==> config.mk <==
export PLATFORM = sky130hd
export DESIGN_NAME = command_frame_receiver
export DESIGN_NICKNAME = d
export VERILOG_FILES = /design/src/rtl/core/cfr_pkg.sv /design/src/rtl/core/cfr_frame_store.sv /design/src/rtl/core/cfr_frame_check.sv /design/src/rtl/core/command_frame_receiver.sv
export SDC_FILE = /design/constraint.sdc
export NUM_CORES = 1
export LEC_CHECK = 0
export ABC_AREA = 1
export BUFFER_PORTS_ARGS = -buffer_cell sky130_fd_sc_hd__buf_2
export CORE_MARGIN = 3
export CORE_UTILIZATION = 50
export CTS_CLUSTER_DIAMETER = 150
export CTS_CLUSTER_SIZE = 30
export DETAILED_ROUTE_END_ITERATION = 10
export PLACE_DENSITY = 0.72
export SETUP_SLACK_MARGIN = 0.15
export SYNTH_ARGS = -nofsm -noshare
export SYNTH_HDL_FRONTEND = slang
export SYNTH_SLANG_ARGS = --single-unit
==> constraint.sdc <==
create_clock -name clk -period 3.24 [get_ports clk]
set_input_delay 0.162 -clock clk [delete_from_list [all_inputs] [get_ports clk]]
set_output_delay 0.162 -clock clk [all_outputs]
set_load 0.05 [all_outputs]
==> src/rtl/core/cfr_pkg.sv <==
// Shared types and constants for the command frame receiver.
package cfr_pkg;

	// Frame layout
	localparam int FRAME_BYTES = 7;
	localparam int COUNT_W     = 3;

	localparam logic [7:0] START_RESET     = 8'd170;
	localparam logic [7:0] END_FIRST_RESET = 8'd13;
	localparam logic [7:0] END_SECOND_RESET = 8'd10;

	// Byte positions inside a frame
	localparam int POS_START  = 0;
	localparam int POS_SUM    = 1;
	localparam int POS_DIR    = 2;
	localparam int POS_ANGLE  = 3;
	localparam int POS_POSE   = 4;
	localparam int POS_END1   = 5;
	localparam int POS_END2   = 6;

	// Configuration register indexes
	typedef enum logic [1:0] {
		REG_START_MARKER      = 2'd0,
		REG_END_MARKER_FIRST  = 2'd1,
		REG_END_MARKER_SECOND = 2'd2,
		REG_UNUSED            = 2'd3
	} reg_index_t;

	// Item kinds
	typedef enum logic {
		REQ_BYTE = 1'b0,
		REQ_IDLE = 1'b1
	} req_kind_t;

	typedef logic [FRAME_BYTES-1:0][7:0] frame_t;

	typedef struct packed {
		logic push;
		logic clear;
	} store_ctrl_t;

	typedef struct packed {
		logic [7:0] start_marker;
		logic [7:0] end_marker_first;
		logic [7:0] end_marker_second;
	} markers_t;

	typedef struct packed {
		logic       frame_valid;
		logic       turn_left;
		logic [7:0] steer_angle;
		logic       squat;
	} result_t;

endpackage

==> src/rtl/core/cfr_frame_store.sv <==
// Seven-byte frame buffer with fill count; bytes past the end are dropped.
module cfr_frame_store (
	input  logic                 clk,
	input  logic                 arst_n,
	input  cfr_pkg::store_ctrl_t ctrl,
	input  logic [7:0]           data,
	output cfr_pkg::frame_t      frame
);

	cfr_pkg::frame_t                frame_q;
	logic [cfr_pkg::COUNT_W-1:0]    count_q;
	logic                           has_room;

	assign has_room = (count_q < cfr_pkg::COUNT_W'(cfr_pkg::FRAME_BYTES));

	// Store and count; a clear returns everything to zero
	always_ff @(posedge clk or negedge arst_n) begin
		if (!arst_n) begin
			frame_q <= '0;
			count_q <= '0;
		end else if (ctrl.clear) begin
			frame_q <= '0;
			count_q <= '0;
		end else if (ctrl.push && has_room) begin
			for (int i = 0; i < cfr_pkg::FRAME_BYTES; i++) begin
				if (count_q == cfr_pkg::COUNT_W'(i)) begin
					frame_q[i] <= data;
				end
			end
			count_q <= count_q + cfr_pkg::COUNT_W'(1);
		end
	end

	assign frame = frame_q;

endmodule

==> src/rtl/core/cfr_frame_check.sv <==
// Frame check and result register with output handshake.
module cfr_frame_check (
	input  logic              clk,
	input  logic              arst_n,
	input  logic              load,
	input  cfr_pkg::frame_t   frame,
	input  cfr_pkg::markers_t markers,
	input  logic              out_stall,
	output logic              ready,
	output logic              out_valid,
	output cfr_pkg::result_t  result
);

	logic [7:0]       sum;
	logic             ok;
	cfr_pkg::result_t res_d;
	cfr_pkg::result_t res_q;
	logic             valid_q;

	// Checksum over direction, angle and posture bytes
	assign sum = frame[cfr_pkg::POS_DIR] + frame[cfr_pkg::POS_ANGLE]
	           + frame[cfr_pkg::POS_POSE];

	assign ok = (frame[cfr_pkg::POS_START] == markers.start_marker)
	         && (frame[cfr_pkg::POS_SUM]   == sum)
	         && (frame[cfr_pkg::POS_END1]  == markers.end_marker_first)
	         && (frame[cfr_pkg::POS_END2]  == markers.end_marker_second);

	// Command fields are zero for a bad frame
	always_comb begin
		res_d.frame_valid = ok;
		res_d.turn_left   = ok && (frame[cfr_pkg::POS_DIR] == 8'h00);
		res_d.steer_angle = ok ? frame[cfr_pkg::POS_ANGLE] : 8'h00;
		res_d.squat       = ok && (frame[cfr_pkg::POS_POSE] == 8'h00);
	end

	assign ready = !valid_q || !out_stall;

	always_ff @(posedge clk or negedge arst_n) begin
		if (!arst_n) begin
			valid_q <= 1'b0;
		end else if (ready) begin
			valid_q <= load;
		end
	end

	always_ff @(posedge clk) begin
		if (ready && load) begin
			res_q <= res_d;
		end
	end

	assign out_valid = valid_q;
	assign result    = res_q;

endmodule

==> src/rtl/core/command_frame_receiver.sv <==
// Top level of the command frame receiver.
// Takes one item per cycle while in_stall is low. A byte item goes through
// the input register and lands in the frame buffer the next cycle; an idle
// item is checked against the buffer while it sits in the input register,
// and its result is loaded into the output register, while the buffer is
// cleared, once that register can take it. Byte items give no result. Only
// a stalled output register holds back input.
module command_frame_receiver (
	input  logic       clk,
	input  logic       arst_n,
	input  logic       in_valid,
	output logic       in_stall,
	input  logic       req_type,
	input  logic [7:0] rx_byte,
	output logic       out_valid,
	input  logic       out_stall,
	output logic       frame_valid,
	output logic       turn_left,
	output logic [7:0] steer_angle,
	output logic       squat,
	input  logic       cfg_we,
	input  logic [1:0] cfg_index,
	input  logic [7:0] cfg_data
);

	cfr_pkg::markers_t    markers_q;
	logic                 valid_s1;
	logic                 type_s1;
	logic [7:0]           byte_s1;
	logic                 res_ready;
	logic                 go_s1;
	cfr_pkg::store_ctrl_t store_ctrl;
	cfr_pkg::frame_t      frame;
	cfr_pkg::result_t     result;

	// Configuration registers
	always_ff @(posedge clk or negedge arst_n) begin
		if (!arst_n) begin
			markers_q.start_marker      <= cfr_pkg::START_RESET;
			markers_q.end_marker_first  <= cfr_pkg::END_FIRST_RESET;
			markers_q.end_marker_second <= cfr_pkg::END_SECOND_RESET;
		end else if (cfg_we) begin
			unique case (cfr_pkg::reg_index_t'(cfg_index))
				cfr_pkg::REG_START_MARKER:      markers_q.start_marker      <= cfg_data;
				cfr_pkg::REG_END_MARKER_FIRST:  markers_q.end_marker_first  <= cfg_data;
				cfr_pkg::REG_END_MARKER_SECOND: markers_q.end_marker_second <= cfg_data;
				default: ;
			endcase
		end
	end

	// Stage 1 moves on unless it holds an idle item and the result is blocked
	assign go_s1    = !valid_s1 || (type_s1 == cfr_pkg::REQ_BYTE) || res_ready;
	assign in_stall = !go_s1;

	always_ff @(posedge clk or negedge arst_n) begin
		if (!arst_n) begin
			valid_s1 <= 1'b0;
		end else if (go_s1) begin
			valid_s1 <= in_valid;
		end
	end

	always_ff @(posedge clk) begin
		if (go_s1 && in_valid) begin
			type_s1 <= req_type;
			byte_s1 <= rx_byte;
		end
	end

	always_comb begin
		store_ctrl.push  = valid_s1 && (type_s1 == cfr_pkg::REQ_BYTE);
		store_ctrl.clear = valid_s1 && (type_s1 == cfr_pkg::REQ_IDLE) && res_ready;
	end

	cfr_frame_store u_store (
		.clk    (clk),
		.arst_n (arst_n),
		.ctrl   (store_ctrl),
		.data   (byte_s1),
		.frame  (frame)
	);

	cfr_frame_check u_check (
		.clk       (clk),
		.arst_n    (arst_n),
		.load      (store_ctrl.clear),
		.frame     (frame),
		.markers   (markers_q),
		.out_stall (out_stall),
		.ready     (res_ready),
		.out_valid (out_valid),
		.result    (result)
	);

	assign frame_valid = result.frame_valid;
	assign turn_left   = result.turn_left;
	assign steer_angle = result.steer_angle;
	assign squat       = result.squat;

endmodule

==> flow_metrics.py <==
metrics = {
    "run_status": {
        "status": "finished, violations left",
        "failed_checks": "negative hold slack",
    },
    "cells_and_area": {
        "antennaDiodeCount": 0,
        "layout-drive-gt1-share_pct": 21.2,
        "syn_to_final_growth_pct": 10.9,
        "utilization_pct": 58.2,
        "nets": 576,
    },
    "timing": {
        "skew_ns": 0.0101,
        "timing.hold.ws_ns": -0.0413,
        "fmax_mhz": 352,
        "slew_viol_final": 0,
        "tns_ns": 0,
        "grt_setup_unrepaired": "no",
        "worst_pin_slew_ns": 1.06,
        "setup_slack_ns": 0.396,
        "hold_viol": 25,
        "max_slew_margin_pct": 29.5,
        "finalCritPeriodShare_pct": 87.8,
        "setup_viol": 0,
        "period_minus_slack_ns": 2.84,
    },
    "power_and_ir_drop": {
        "power.leakage_uw": 0.00273,
        "peakVddDrop_uv": 316,
        "p_per_area_nw_per_um2": 774,
        "finalPower_uw": 4490,
    },
    "clock_network": {
        "cts_root_buffer": "clkbuf_8",
        "cts_tree": "built",
        "cts-buffers-inserted": 9,
        "cts_max_level": 3,
        "numClockSinks": 105,
        "ctsLongestPathBuffers": 2,
        "cts_setup_buffers": 0,
        "insertion_delay_ns": 0.37,
        "clk_pin_slew_ns": 0.09,
    },
    "die": {
        "die_h_um": 108,
        "initial_core_util_pct": 52.5,
        "die_w_um": 108,
        "core_area_um2": 9950,
        "placementRows": 36,
        "die-area_um2": 11700,
        "io_pins": 37,
    },
    "setup_path": {
        "crit_path_max_fanout": 11,
        "crit_type": "flop to flop",
        "start_kind": "flop",
        "crit_required_ns": 3.44,
        "crit_path_end_kind": "flop",
        "cp.arrival_ns": 3.04,
        "reg2reg_from": "u_store.frame[17]$_DFFE_PN0P_",
        "timing.critical_path.from": "u_store.frame[17]$_DFFE_PN0P_",
    },
    "global_routing": {
        "grt_max_degree": 86,
        "grt_overflow": 0,
        "grt_pass1_wl_mm": 17.3,
        "antenna_found_initial": 0,
        "track_usage_pct": 19.4,
        "grt_pass1_vias": 3381,
    },
    "yosys": {
        "synth_cell_type_count": 30,
        "yosysWarnings": 0,
        "syn-num-nets": 527,
        "seq_area_frac_synth_pct": 52.4,
        "avgSynthCellArea_um2": 10.8,
        "ys_ff_latch": 105,
        "postSynthCellCount": 484,
        "syn_area_um2": 5230,
    },
    "routing": {
        "first_pass_iters": 5,
        "vias": 3385,
        "via_per_inst": 5.04,
        "drt-total-wl_mm": 10.4,
        "final_antenna_net_count": 0,
        "dr.first_iter.drc_count": 270,
        "drc": 0,
        "wl_per_cell_um": 15.4,
    },
    "placement": {
        "hpwl_mm": 7.22,
        "gp_congestion": 0.864,
        "dp_slack_ns": 0.294,
        "io_buffers": 36,
    },
    "flow_run": {
        "cap_violations": 0,
    },
    "min_path": {
        "min_path_type": "input pin to async pin",
    },
}
registers in the layout (all words and copies together) (netlist names):
| signal | count |
|---|---|
| valid_s1 | 1 |
| u_store.count_q | 3 |
| u_check.out_valid | 1 |
| u_store.frame | 56 |
| byte_s1 | 8 |
| u_check.result | 11 |
| type_s1 | 1 |
| markers_q | 24 |
placed cells by master (no fill, tap or decap), types with 3 or more instances in the layout:
master / synthesis / final
clkinv_2: 0 / 3
buf_2: 1 / 35
fa_1: 8 / 8
edfxtp_1: 20 / 20
o21ai_0: 41 / 41
nor4_1: 3 / 3
nor2_1: 27 / 27
o21ai_4: 6 / 6
dfstp_2: 9 / 9
nand2_1: 107 / 107
clkbuf_8: 0 / 11
nand3_1: 16 / 15
dfrtp_1: 76 / 76
nor3_1: 11 / 11
mux2_4: 40 / 40
xnor2_1: 27 / 27
ha_1: 11 / 11
dlygate4sd3_1: 0 / 9
inv_1: 59 / 59
synth_stat cells (all sizes together):
master / count / area share [%]
inv: 61 / 4.5
nand3: 16 / 1.5
buf: 4 / 0.74
mux2: 40 / 11
ha: 11 / 2.6
xor2: 2 / 0.34
nand4: 1 / 0.12
nor2: 29 / 2.4
nor3: 12 / 1.2
dfrtp: 76 / 36
a21oi: 2 / 0.19
edfxtp: 20 / 11
clkbuf: 3 / 0.22
o22ai: 1 / 0.12
nand2: 110 / 8.1
o21ai: 49 / 6.0
xnor2: 27 / 4.5
dfstp: 9 / 4.5
fa: 8 / 3.1
nor4: 3 / 0.36
layout make-up:
| cell class | count | area, um^2 |
|---|---|---|
| Multi-Input combinational cell | 311 | 2210 |
| Inverter | 61 | 234 |
| Sequential cell | 105 | 2740 |
| Timing Repair Buffer | 45 | 273 |
| Tap cell | 133 | 166 |
| Clock buffer | 13 | 159 |
| Clock inverter | 3 | 15.0 |
| Fill cell | 823 | 4160 |
worst paths after layout:
path,to,slack (ns),cells past startpoint
hold / removal,markers_q[0]$_DFFE_PN0P_,-0.04,1
setup / recovery,u_check.result[7]$_SDFFCE_PN0P_,0.40,10
hold reg to reg,markers_q[15]$_DFFE_PN0P_,0.50,2
min in group clk,valid_s1$_DFFE_PN0N_,0.01,3
max in group asynchronous,u_check.out_valid$_DFFE_PN0N_,2.59,1
setup reg to reg,u_check.result[7]$_SDFFCE_PN0P_,0.40,10
layer usage:
metal	share of wire (%)	vias to the layer above	global-route usage, %	routed length, um
li1	-	1656	-	-
met1	47	1639	28.2	4900
met2	46	77	29.2	4790
met3	4.7	13	4.36	484
met4	1.7	0	6.22	180
met5	0	-	0	0
per-stage QoR:
stage	instance area [um^2]	std cells	hold slack (ns)
CTS	5790	671	0.000129
finish	5800	671	-0.0413
global route	5800	671	0.0114
floorplan	5230	484	-0.134
global placement	5530	646	0.338
detailed placement	5530	646	0.341
cell families (layout without fill, tap and decap cells):
| logic type | Yosys count | count (layout) | synth area share (%) |
|---|---|---|---|
| flip-flops | 105 | 105 | 52.4 |
| AO/OA/AOI/OAI | 52 | 52 | 6.29 |
| AND/OR/NAND/NOR | 171 | 171 | 13.8 |
| buffers and inverters | 68 | 122 | 5.43 |
| adder cells (fa/ha/maj) | 19 | 19 | 5.70 |
| XOR/XNOR | 29 | 29 | 4.86 |
| multiplexers | 40 | 40 | 11.5 |
worst max-delay path: stages, from the launching register on:
cell	delay, ns
dfrtp_1	0.42
fa_1	0.49
ha_1	0.25
fa_1	0.46
xnor2_1	0.21
nand2_1	0.08
nand2_1	0.08
nand2_1	0.06
nor2_1	0.14
nand3_2	0.24
nor3_1	0.24
power by group:
| part | total, uW | switching (uW) | internal [uW] |
|---|---|---|---|
| Sequential | 1880 | 236 | 1640 |
| Combinational | 1860 | 1020 | 839 |
| Clock | 747 | 428 | 319 |
timing repair:
item,in CTS,in global routing
hold buffers,9,0
endpoints found under the hold margin,9,0
resized for setup,0,1
setup endpoints to repair,0,10
Note: power is estimated with default switching activity, not from simulation.
